<file path="src/design/rmau_pkg.sv">
// ----------------------------------------------------------------------------
// rmau_pkg: shared definitions for the modular arithmetic unit
// Operation codes, default widths and the width of the signed reduce input.
// ----------------------------------------------------------------------------
package rmau_pkg;

  localparam int MOD_BITS_DEF = 31;
  localparam int EXP_BITS_DEF = 63;
  localparam int WIDE_BITS    = 64;

  typedef logic [2:0] kind_t;

  localparam kind_t KIND_REDUCE = 3'd0;
  localparam kind_t KIND_ADD    = 3'd1;
  localparam kind_t KIND_SUB    = 3'd2;
  localparam kind_t KIND_MUL    = 3'd3;
  localparam kind_t KIND_DIV    = 3'd4;
  localparam kind_t KIND_POW    = 3'd5;
  localparam kind_t KIND_NEG    = 3'd6;
  localparam kind_t KIND_INV    = 3'd7;

endpackage

</file>
<file path="src/design/rmau_div.sv">
// ----------------------------------------------------------------------------
// rmau_div: bit-serial restoring divider
// Divides a 64-bit unsigned numerator by a nonzero divisor, one quotient
// bit per cycle, most significant bit first.
// ----------------------------------------------------------------------------
module rmau_div #(
  parameter int MB = rmau_pkg::MOD_BITS_DEF
) (
  input  logic                       clk,
  input  logic                       rst,
  input  logic                       start,
  input  logic [rmau_pkg::WIDE_BITS-1:0] numer,
  input  logic [MB-1:0]              denom,
  output logic                       done,
  output logic [rmau_pkg::WIDE_BITS-1:0] quot,
  output logic [MB-1:0]              rem
);
  import rmau_pkg::*;

  localparam int CW = $clog2(WIDE_BITS + 1);

  logic [WIDE_BITS-1:0] nreg;
  logic [MB-1:0]        r;
  logic [MB-1:0]        d;
  logic [CW-1:0]        cnt;
  logic                 running;
  logic [MB:0]          trial;
  logic                 ge;

  // One restoring step: shift in the next numerator bit and try a subtract.
  always_comb begin
    trial = {r, nreg[WIDE_BITS-1]};
    ge    = (trial >= {1'b0, d});
  end

  always_ff @(posedge clk) begin
    if (rst) begin
      running <= 1'b0;
      done    <= 1'b0;
      cnt     <= '0;
    end else begin
      done <= 1'b0;
      if (start) begin
        running <= 1'b1;
        cnt     <= CW'(WIDE_BITS);
      end else if (running) begin
        cnt <= cnt - 1'b1;
        if (cnt == CW'(1)) begin
          running <= 1'b0;
          done    <= 1'b1;
        end
      end
    end
  end

  // Datapath registers: the numerator register fills with quotient bits.
  always_ff @(posedge clk) begin
    if (start) begin
      nreg <= numer;
      r    <= '0;
      d    <= denom;
    end else if (running) begin
      nreg <= {nreg[WIDE_BITS-2:0], ge};
      r    <= ge ? MB'(trial - {1'b0, d}) : trial[MB-1:0];
    end
  end

  assign quot = nreg;
  assign rem  = r;

endmodule

</file>
<file path="src/design/rmau_mul.sv">
// ----------------------------------------------------------------------------
// rmau_mul: bit-serial modular multiplier
// Interleaved multiply and reduce: scans the y operand one bit a cycle,
// most significant bit first, keeping the partial product below m.
// ----------------------------------------------------------------------------
module rmau_mul #(
  parameter int MB = rmau_pkg::MOD_BITS_DEF
) (
  input  logic          clk,
  input  logic          rst,
  input  logic          start,
  input  logic [MB-1:0] x,
  input  logic [MB-1:0] y,
  input  logic [MB-1:0] m,
  output logic          done,
  output logic [MB-1:0] prod
);
  import rmau_pkg::*;

  localparam int CW = $clog2(MB + 1);

  logic [MB-1:0] xr;
  logic [MB-1:0] yr;
  logic [MB-1:0] mr;
  logic [MB-1:0] p;
  logic [CW-1:0] cnt;
  logic          running;
  logic [MB:0]   dbl;
  logic [MB:0]   dbl_red;
  logic [MB:0]   sum;
  logic [MB-1:0] p_next;

  // Double, reduce, conditionally add x, reduce again.
  always_comb begin
    dbl     = {p, 1'b0};
    dbl_red = (dbl >= {1'b0, mr}) ? dbl - {1'b0, mr} : dbl;
    sum     = dbl_red + (yr[MB-1] ? {1'b0, xr} : '0);
    p_next  = (sum >= {1'b0, mr}) ? MB'(sum - {1'b0, mr}) : sum[MB-1:0];
  end

  always_ff @(posedge clk) begin
    if (rst) begin
      running <= 1'b0;
      done    <= 1'b0;
      cnt     <= '0;
    end else begin
      done <= 1'b0;
      if (start) begin
        running <= 1'b1;
        cnt     <= CW'(MB);
      end else if (running) begin
        cnt <= cnt - 1'b1;
        if (cnt == CW'(1)) begin
          running <= 1'b0;
          done    <= 1'b1;
        end
      end
    end
  end

  always_ff @(posedge clk) begin
    if (start) begin
      xr <= x;
      yr <= y;
      mr <= m;
      p  <= '0;
    end else if (running) begin
      yr <= {yr[MB-2:0], 1'b0};
      p  <= p_next;
    end
  end

  assign prod = p;

endmodule

</file>
<file path="src/design/runtime_modulus_arith_unit.sv">
// ----------------------------------------------------------------------------
// runtime_modulus_arith_unit: modular arithmetic with a programmable modulus
// Reduce, add, subtract, multiply, divide, power, negate and inverse modulo
// a modulus written through the configuration channel.
// ----------------------------------------------------------------------------
// A request is taken when start is high and busy is low; its residue appears
// on residue for one cycle with done high, and the receiver must take it
// then. Each request first reduces both operands with the serial divider,
// one pass each. Add, subtract and negate then set the residue directly in
// the dispatch state; reduce adds one more divider pass; multiply adds one
// multiplier pass. Inverse runs one divider pass and one multiplier pass per
// Euclid step, up to about 45 steps; divide adds a final multiply. Power
// takes up to two multiplier passes per exponent bit, up to EXP_BITS bits.
// The divider and the multiplier are each one shared unit, so these passes
// add up per request. A modulus of zero acts as one.
module runtime_modulus_arith_unit #(
  parameter int MOD_BITS = rmau_pkg::MOD_BITS_DEF,
  parameter int EXP_BITS = rmau_pkg::EXP_BITS_DEF
) (
  input  logic                           clk,
  input  logic                           rst,
  input  logic                           start,
  output logic                           busy,
  input  rmau_pkg::kind_t                kind,
  input  logic [MOD_BITS-1:0]            first_operand,
  input  logic [MOD_BITS-1:0]            second_operand,
  input  logic [EXP_BITS-1:0]            exponent,
  input  logic signed [rmau_pkg::WIDE_BITS-1:0] wide_value,
  output logic                           done,
  output logic [MOD_BITS-1:0]            residue,
  input  logic                           cfg_valid,
  output logic                           cfg_ready,
  input  logic [MOD_BITS-1:0]            cfg_data
);
  import rmau_pkg::*;

  localparam int MB = MOD_BITS;

  localparam logic [3:0] ST_IDLE = 4'd0;
  localparam logic [3:0] ST_RA   = 4'd1;
  localparam logic [3:0] ST_RB   = 4'd2;
  localparam logic [3:0] ST_DISP = 4'd3;
  localparam logic [3:0] ST_WIDE = 4'd4;
  localparam logic [3:0] ST_MUL  = 4'd5;
  localparam logic [3:0] ST_ICHK = 4'd6;
  localparam logic [3:0] ST_IDIV = 4'd7;
  localparam logic [3:0] ST_IMUL = 4'd8;
  localparam logic [3:0] ST_PCHK = 4'd9;
  localparam logic [3:0] ST_PM1  = 4'd10;
  localparam logic [3:0] ST_PM2  = 4'd11;

  logic [3:0]           state;
  logic [MB-1:0]        modulus;
  logic [MB-1:0]        m;
  kind_t                op;
  logic [MB-1:0]        opb_raw;
  logic [EXP_BITS-1:0]  e;
  logic [WIDE_BITS-1:0] wide;
  logic [MB-1:0]        a;
  logic [MB-1:0]        b;
  logic [MB-1:0]        acc;
  logic [MB-1:0]        base;
  logic [MB-1:0]        ea;
  logic [MB-1:0]        eb;
  logic [MB-1:0]        u;
  logic [MB-1:0]        v;

  logic                 div_start;
  logic [WIDE_BITS-1:0] div_numer;
  logic [MB-1:0]        div_denom;
  logic                 div_done;
  logic [WIDE_BITS-1:0] div_quot;
  logic [MB-1:0]        div_rem;

  logic                 mul_start;
  logic [MB-1:0]        mul_x;
  logic [MB-1:0]        mul_y;
  logic                 mul_done;
  logic [MB-1:0]        mul_prod;

  logic [MB:0]          add_sum;
  logic [MB:0]          sub_sum;
  logic [MB:0]          euc_sum;
  logic                 wide_neg;

  rmau_div #(.MB(MB)) u_div (
    .clk   (clk),
    .rst   (rst),
    .start (div_start),
    .numer (div_numer),
    .denom (div_denom),
    .done  (div_done),
    .quot  (div_quot),
    .rem   (div_rem)
  );

  rmau_mul #(.MB(MB)) u_mul (
    .clk   (clk),
    .rst   (rst),
    .start (mul_start),
    .x     (mul_x),
    .y     (mul_y),
    .m     (m),
    .done  (mul_done),
    .prod  (mul_prod)
  );

  assign busy      = (state != ST_IDLE);
  assign cfg_ready = !busy;
  assign wide_neg  = wide[WIDE_BITS-1];

  // Euclid steps divide by the current remainder, all other passes by m.
  assign div_denom = (state == ST_IDIV) ? eb : m;

  // Residue sums for add, subtract and the Euclid coefficient update.
  always_comb begin
    add_sum = {1'b0, a} + {1'b0, b};
    sub_sum = {1'b0, a} + {1'b0, MB'(m - b)};
    euc_sum = {1'b0, u} + {1'b0, MB'(m - mul_prod)};
  end

  // Modulus register.
  always_ff @(posedge clk) begin
    if (rst) begin
      modulus <= MB'(1);
    end else if (cfg_valid && cfg_ready) begin
      modulus <= cfg_data;
    end
  end

  // Sequencer: operand reduction, then the chosen operation.
  always_ff @(posedge clk) begin
    if (rst) begin
      state     <= ST_IDLE;
      done      <= 1'b0;
      div_start <= 1'b0;
      mul_start <= 1'b0;
    end else begin
      done      <= 1'b0;
      div_start <= 1'b0;
      mul_start <= 1'b0;
      unique case (state)
        ST_IDLE: begin
          if (start) begin
            m         <= (modulus == '0) ? MB'(1) : modulus;
            op        <= kind;
            opb_raw   <= second_operand;
            e         <= exponent;
            wide      <= wide_value;
            div_numer <= WIDE_BITS'(first_operand);
            div_start <= 1'b1;
            state     <= ST_RA;
          end
        end
        ST_RA: begin
          if (div_done) begin
            a         <= div_rem;
            div_numer <= WIDE_BITS'(opb_raw);
            div_start <= 1'b1;
            state     <= ST_RB;
          end
        end
        ST_RB: begin
          if (div_done) begin
            b     <= div_rem;
            state <= ST_DISP;
          end
        end
        ST_DISP: begin
          unique case (op)
            KIND_REDUCE: begin
              div_numer <= wide_neg ? WIDE_BITS'(0) - wide : wide;
              div_start <= 1'b1;
              state     <= ST_WIDE;
            end
            KIND_ADD: begin
              residue <= (add_sum >= {1'b0, m}) ? MB'(add_sum - {1'b0, m})
                                                 : add_sum[MB-1:0];
              done    <= 1'b1;
              state   <= ST_IDLE;
            end
            KIND_SUB: begin
              residue <= (sub_sum >= {1'b0, m}) ? MB'(sub_sum - {1'b0, m})
                                                 : sub_sum[MB-1:0];
              done    <= 1'b1;
              state   <= ST_IDLE;
            end
            KIND_NEG: begin
              residue <= (a == '0) ? '0 : MB'(m - a);
              done    <= 1'b1;
              state   <= ST_IDLE;
            end
            KIND_MUL: begin
              mul_x     <= a;
              mul_y     <= b;
              mul_start <= 1'b1;
              state     <= ST_MUL;
            end
            KIND_DIV, KIND_INV: begin
              ea    <= (op == KIND_DIV) ? b : a;
              eb    <= m;
              u     <= (m == MB'(1)) ? '0 : MB'(1);
              v     <= '0;
              state <= ST_ICHK;
            end
            KIND_POW: begin
              acc   <= (m == MB'(1)) ? '0 : MB'(1);
              base  <= a;
              state <= ST_PCHK;
            end
            default: state <= ST_IDLE;
          endcase
        end
        ST_WIDE: begin
          if (div_done) begin
            residue <= (wide_neg && div_rem != '0) ? MB'(m - div_rem) : div_rem;
            done    <= 1'b1;
            state   <= ST_IDLE;
          end
        end
        ST_MUL: begin
          if (mul_done) begin
            residue <= mul_prod;
            done    <= 1'b1;
            state   <= ST_IDLE;
          end
        end
        ST_ICHK: begin
          // Euclid ends when the divisor reaches zero; u holds the inverse.
          if (eb == '0) begin
            if (op == KIND_DIV) begin
              mul_x     <= a;
              mul_y     <= u;
              mul_start <= 1'b1;
              state     <= ST_MUL;
            end else begin
              residue <= u;
              done    <= 1'b1;
              state   <= ST_IDLE;
            end
          end else begin
            div_numer <= WIDE_BITS'(ea);
            div_start <= 1'b1;
            state     <= ST_IDIV;
          end
        end
        ST_IDIV: begin
          if (div_done) begin
            ea        <= eb;
            eb        <= div_rem;
            mul_x     <= v;
            mul_y     <= div_quot[MB-1:0];
            mul_start <= 1'b1;
            state     <= ST_IMUL;
          end
        end
        ST_IMUL: begin
          // Coefficients are kept modulo m: v takes u - q*v.
          if (mul_done) begin
            u     <= v;
            v     <= (euc_sum >= {1'b0, m}) ? MB'(euc_sum - {1'b0, m})
                                             : euc_sum[MB-1:0];
            state <= ST_ICHK;
          end
        end
        ST_PCHK: begin
          if (e == '0) begin
            residue <= acc;
            done    <= 1'b1;
            state   <= ST_IDLE;
          end else if (e[0]) begin
            mul_x     <= acc;
            mul_y     <= base;
            mul_start <= 1'b1;
            state     <= ST_PM1;
          end else begin
            mul_x     <= base;
            mul_y     <= base;
            mul_start <= 1'b1;
            state     <= ST_PM2;
          end
        end
        ST_PM1: begin
          if (mul_done) begin
            acc       <= mul_prod;
            mul_x     <= base;
            mul_y     <= base;
            mul_start <= 1'b1;
            state     <= ST_PM2;
          end
        end
        ST_PM2: begin
          if (mul_done) begin
            base  <= mul_prod;
            e     <= e >> 1;
            state <= ST_PCHK;
          end
        end
        default: state <= ST_IDLE;
      endcase
    end
  end

`ifndef SYNTHESIS
  // A result strobe is never held high back to back.
  a_done_single: assert property (@(posedge clk) disable iff (rst) done |=> !done)
    else $error("done held for more than one cycle");

  // Every result lies below the effective modulus.
  a_residue_range: assert property (@(posedge clk) disable iff (rst)
    done |-> residue < m)
    else $error("residue not below modulus");

  // An accepted request makes the unit busy.
  a_accept_busy: assert property (@(posedge clk) disable iff (rst)
    (start && !busy) |=> busy)
    else $error("request accepted but unit not busy");

  // The shared units are only started while a request is in progress.
  a_unit_start: assert property (@(posedge clk) disable iff (rst)
    (div_start || mul_start) |-> busy)
    else $error("arithmetic unit started while idle");
`endif

endmodule
</file>
<file path="config.mk">
export PLATFORM = sky130hd
export DESIGN_NAME = runtime_modulus_arith_unit
export DESIGN_NICKNAME = d
export VERILOG_FILES = /design/src/design/rmau_pkg.sv /design/src/design/rmau_div.sv /design/src/design/rmau_mul.sv /design/src/design/runtime_modulus_arith_unit.sv
export SDC_FILE = /design/constraint.sdc
export NUM_CORES = 2
export LEC_CHECK = 0
export BUFFER_PORTS_ARGS = -buffer_cell sky130_fd_sc_hd__buf_2
export CORE_MARGIN = 2
export CORE_UTILIZATION = 35
export DETAILED_ROUTE_END_ITERATION = 12
export HOLD_SLACK_MARGIN = 0.03
export PLACE_DENSITY = 0.54
export SLEW_MARGIN = 20
export SYNTH_ARGS = -nofsm -noshare
export SYNTH_HDL_FRONTEND = slang
export SYNTH_HIERARCHICAL = 1
export SYNTH_SLANG_ARGS = --single-unit
</file>
<file path="constraint.sdc">
create_clock -name clk -period 20.7 [get_ports clk]
set_input_delay 2.07 -clock clk [delete_from_list [all_inputs] [get_ports clk]]
set_output_delay 2.07 -clock clk [all_outputs]
set_load 0.03 [all_outputs]
</file>
==> impl_summary.md <==
Detailed routing
The first routing iteration left 6414 violations. The post-detailed-routing wire length is 247600 µm. The post-detailed-route wirelength per cell is 27.11 µm. The count of antenna-violating nets left after detailed routing is 0.

For this run, design rule violations remaining after detail routing come to 0. The detailed-route via count is 53270. The number of vias per cell is 5.832. Before antenna repair, the detailed router went through 7 iterations.

Synthesis
The synthesized net count is 7209. For this run, the number of Yosys warnings is 6. The count of flip-flops with a built-in enable after synthesis is 785.

Of all flip-flops after synthesis, the portion carrying an async set or reset was 0. The synthesized netlist occupies a cell area of 0.06160 mm². The portion of the post-synthesis area used by sequential elements is 0.4203. The netlist uses 107 different library cells. The post-synthesis sequential element count is roughly 900.

The average instance area after synthesis is 9.433 µm². Synthesis handed over a netlist of 6531 instances. For this run, the leading register cell type out of synthesis is sky130_fd_sc_hd__edfxtp_1.

Pwr
The design draws 12.69 mW. For this design the ratio of total power to cell area is 182.9 mW/mm². In this run the static leakage power is ~27 nW. Across the VDD grid, the largest voltage drop is 220.9 µV.

Placement
The cell area after placement is 0.06567 mm². Once detailed placement completed, the half-perimeter wirelength came to 194300 µm. In this run the tool buffered the top-level ports with 260 buffer cells. Routability-driven placement finished with a final weighted congestion of 1.004. Prior to clock tree synthesis, the placed netlist has a worst setup slack of 11370 ps.

Min path
The path class of the tightest hold or removal check is flip-flop to flip-flop.

Clock tree
The clock tree from TritonCTS is built. In this run the post-CTS setup repair buffer count came out at 0. The total CTS buffers is 106. The count of clock tree sinks is 901.

Clock-pin slew was measured on the worst setup and hold paths at 70 ps. The root buffer cell chosen for the clock tree is sky130_fd_sc_hd__clkbuf_16. The maximum level of the CTS H-tree is 3. The clock passes through at most 3 buffers. The number of hold buffers added after cts is 0.

Gates resized during post-CTS repair numbered 0. Clock latency on the worst-skew pair, taken at its later pin, is 790 ps.

STA
The final count of pins violating max slew was 0. The final clock skew is around 62 ps. Setup violations remaining at the end of the flow were counted as 0.

The number of hold violations in the final report was 0. The final critical path time including I/O delays and setup is between 9000 and 10000 ps. For this run, the top clock speed supported by timing is 105.2 MHz.

Setup repair after global routing left no endpoint under its margin. The setup total negative slack is 0 ps. Once routing completed, OpenROAD measured the worst setup slack at between 10000 and 15000 ps. The slew at the pin closest to its max-slew limit is 1245 ps. In the finished design, the share of the clock period the worst path needs comes to 0.4592. The relative slew slack is 0.1611.

Worst setup path
The most numerous cell type found on the critical path is sky130_fd_sc_hd__a21o_1. The path type of the worst setup path is flip-flop to flip-flop. STA classifies the critical path startpoint as a flip-flop.

The arrival time reported for the critical path endpoint is 10080 ps. The endpoint required time on the critical path is about 21000 ps. The slowest library cell on the worst path is sky130_fd_sc_hd__nor4_1. Of all nets on the critical path, the largest fanout is 37.

The delay of the slowest critical-path stage is 840 ps. STA classifies the critical path endpoint as a flip-flop.

Run status
The flow ran to the end, and the final reports show no timing, DRC or antenna violations.

Global routing
The first global-routing pass estimated 352500 µm of wire. Entering global routing, the biggest net connects 130 pins. Global routing finished with a remaining overflow of 0. The via count of the first global-routing pass is 50900. The number of antenna violations at the first check in global routing is 23. The aggregate global-route resource usage is 0.2677.

Cells and area
The final layout net count is around 7400. Compared with the post-synthesis result, the final layout area differs by 12.62%. In the final layout, the share of cells above drive strength 1 is 0.1111.

The most common library cell in the layout ignoring fill and taps is sky130_fd_sc_hd__nand2_1. The final instance area is 0.06938 mm². Leaving out fill and tap cells, the most frequent cells in the layout are sky130_fd_sc_hd__nand2_1 (841), sky130_fd_sc_hd__edfxtp_1 (785), sky130_fd_sc_hd__a21oi_1 (578), sky130_fd_sc_hd__nor2_1 (475), sky130_fd_sc_hd__ha_1 (437).

Floorplan
The total die area is 0.1794 mm². The region available for standard cell placement spans 0.1744 mm². The die is 423.5 µm tall. The number of top-level pins is 261. The floorplan die width is 423.5 µm. The initial utilization of the core area, before any placement, comes to 0.3532. The floorplan has 153 rows.

Flow run
Max-cap violations in this run came to 0.
critical path, delay by kind of cell, from the launching register on:
| kind | cells | cell delay (ps) |
|---|---|---|
| AOI/OAI and AO/OA | 18 | 5300 |
| buffers and inverters | 3 | 530 |
| and+or+nand+nor | 2 | 970 |
| xor gates and xnor gates | 2 | 410 |
| adders and majority gates | 4 | 1350 |
| DFF | 1 | 680 |
final cells by class:
cell class | count | area [µm²]
antenna | 5 | 12.51
timing repair buffer | 367 | 2120
fill | 17320 | 105000
clock buffer | 128 | 2785
tap | 2325 | 2909
sequential | 901 | 25900
multi-input combinational | 5011 | 33520
clock inverter | 72 | 907.1
inverter | 325 | 1220
state kept, by name (all words and copies together) (netlist names), 63 cells and up:
name	count
u_div/quot	64
e	63
wide	64
div_numer	64
worst paths after layout:
path / from / end / slack [ps] / depth (start not counted)
min: mul_x[9] / u_mul/xr[9] / 380 / 0
max: m[0] / v[2] / 11200 / 29
min reg2reg: mul_x[9] / u_mul/xr[9] / 380 / 0
max reg2reg: m[0] / v[2] / 11200 / 29
layer usage:
metal  up-vias  routed length (µm)  GRT usage
met5         -                 122          0
met4        20               13580     0.1307
met3       412               18760    0.04459
met2      2299              107600     0.4073
met1     25930              107600     0.3679
li1      24600                   -          -
cells in the mapped netlist (all sizes together) (83+ instances only):
library cell,number,area (µm²)
a211oi,83,633.1
xnor2,269,2356
a21oi,585,2939
clkbuf,256,962.2
nor2,489,1843
inv,325,1220
edfxtp,785,23570
nand2,845,3188
ha,437,5468
xor2,167,1481
dfxtp,116,2322
a21o,201,1509
nand3,109,545.5
a31oi,85,531.8
o21ai,385,1927
nor3,93,470.5
mux2,103,1160
stage by stage:
stage | instances | utilization | hold WS (ps)
floorplan | 6531 | - | 400.3
global placement | 8929 | 0.3766 | 401.2
detailed placement | 8929 | 0.3766 | 404.5
CTS | 9129 | 0.3977 | 376.5
global route | 9131 | 0.3978 | 401.7
finish | 9134 | 0.3978 | 384.1
kinds of logic (layout without fill, tap and decap cells):
group / Yosys count / after routing / synth area share
compound gates: 1908 / 1908 / 0.2014
xor+xnor: 436 / 436 / 0.06229
fa+ha+maj: 451 / 451 / 0.09331
buf+inv: 619 / 892 / 0.03924
flops: 901 / 901 / 0.4203
mux: 178 / 178 / 0.03122
other cells: 0 / 5 / 0
simple gates: 2038 / 2038 / 0.1522
power by group:
| group | internal [mW] | total, mW | switching (mW) | leakage, nW |
|---|---|---|---|---|
| combinational | 3.11 | 7.95 | 4.83 | 17.4 |
| sequential | 2.38 | 2.74 | 0.353 | 8.17 |
| clock | 1.16 | 2.01 | 0.850 | 1.77 |
| total | 6.65 | 12.7 | 6.04 | 27.4 |
(Power assumes the default switching activity.)
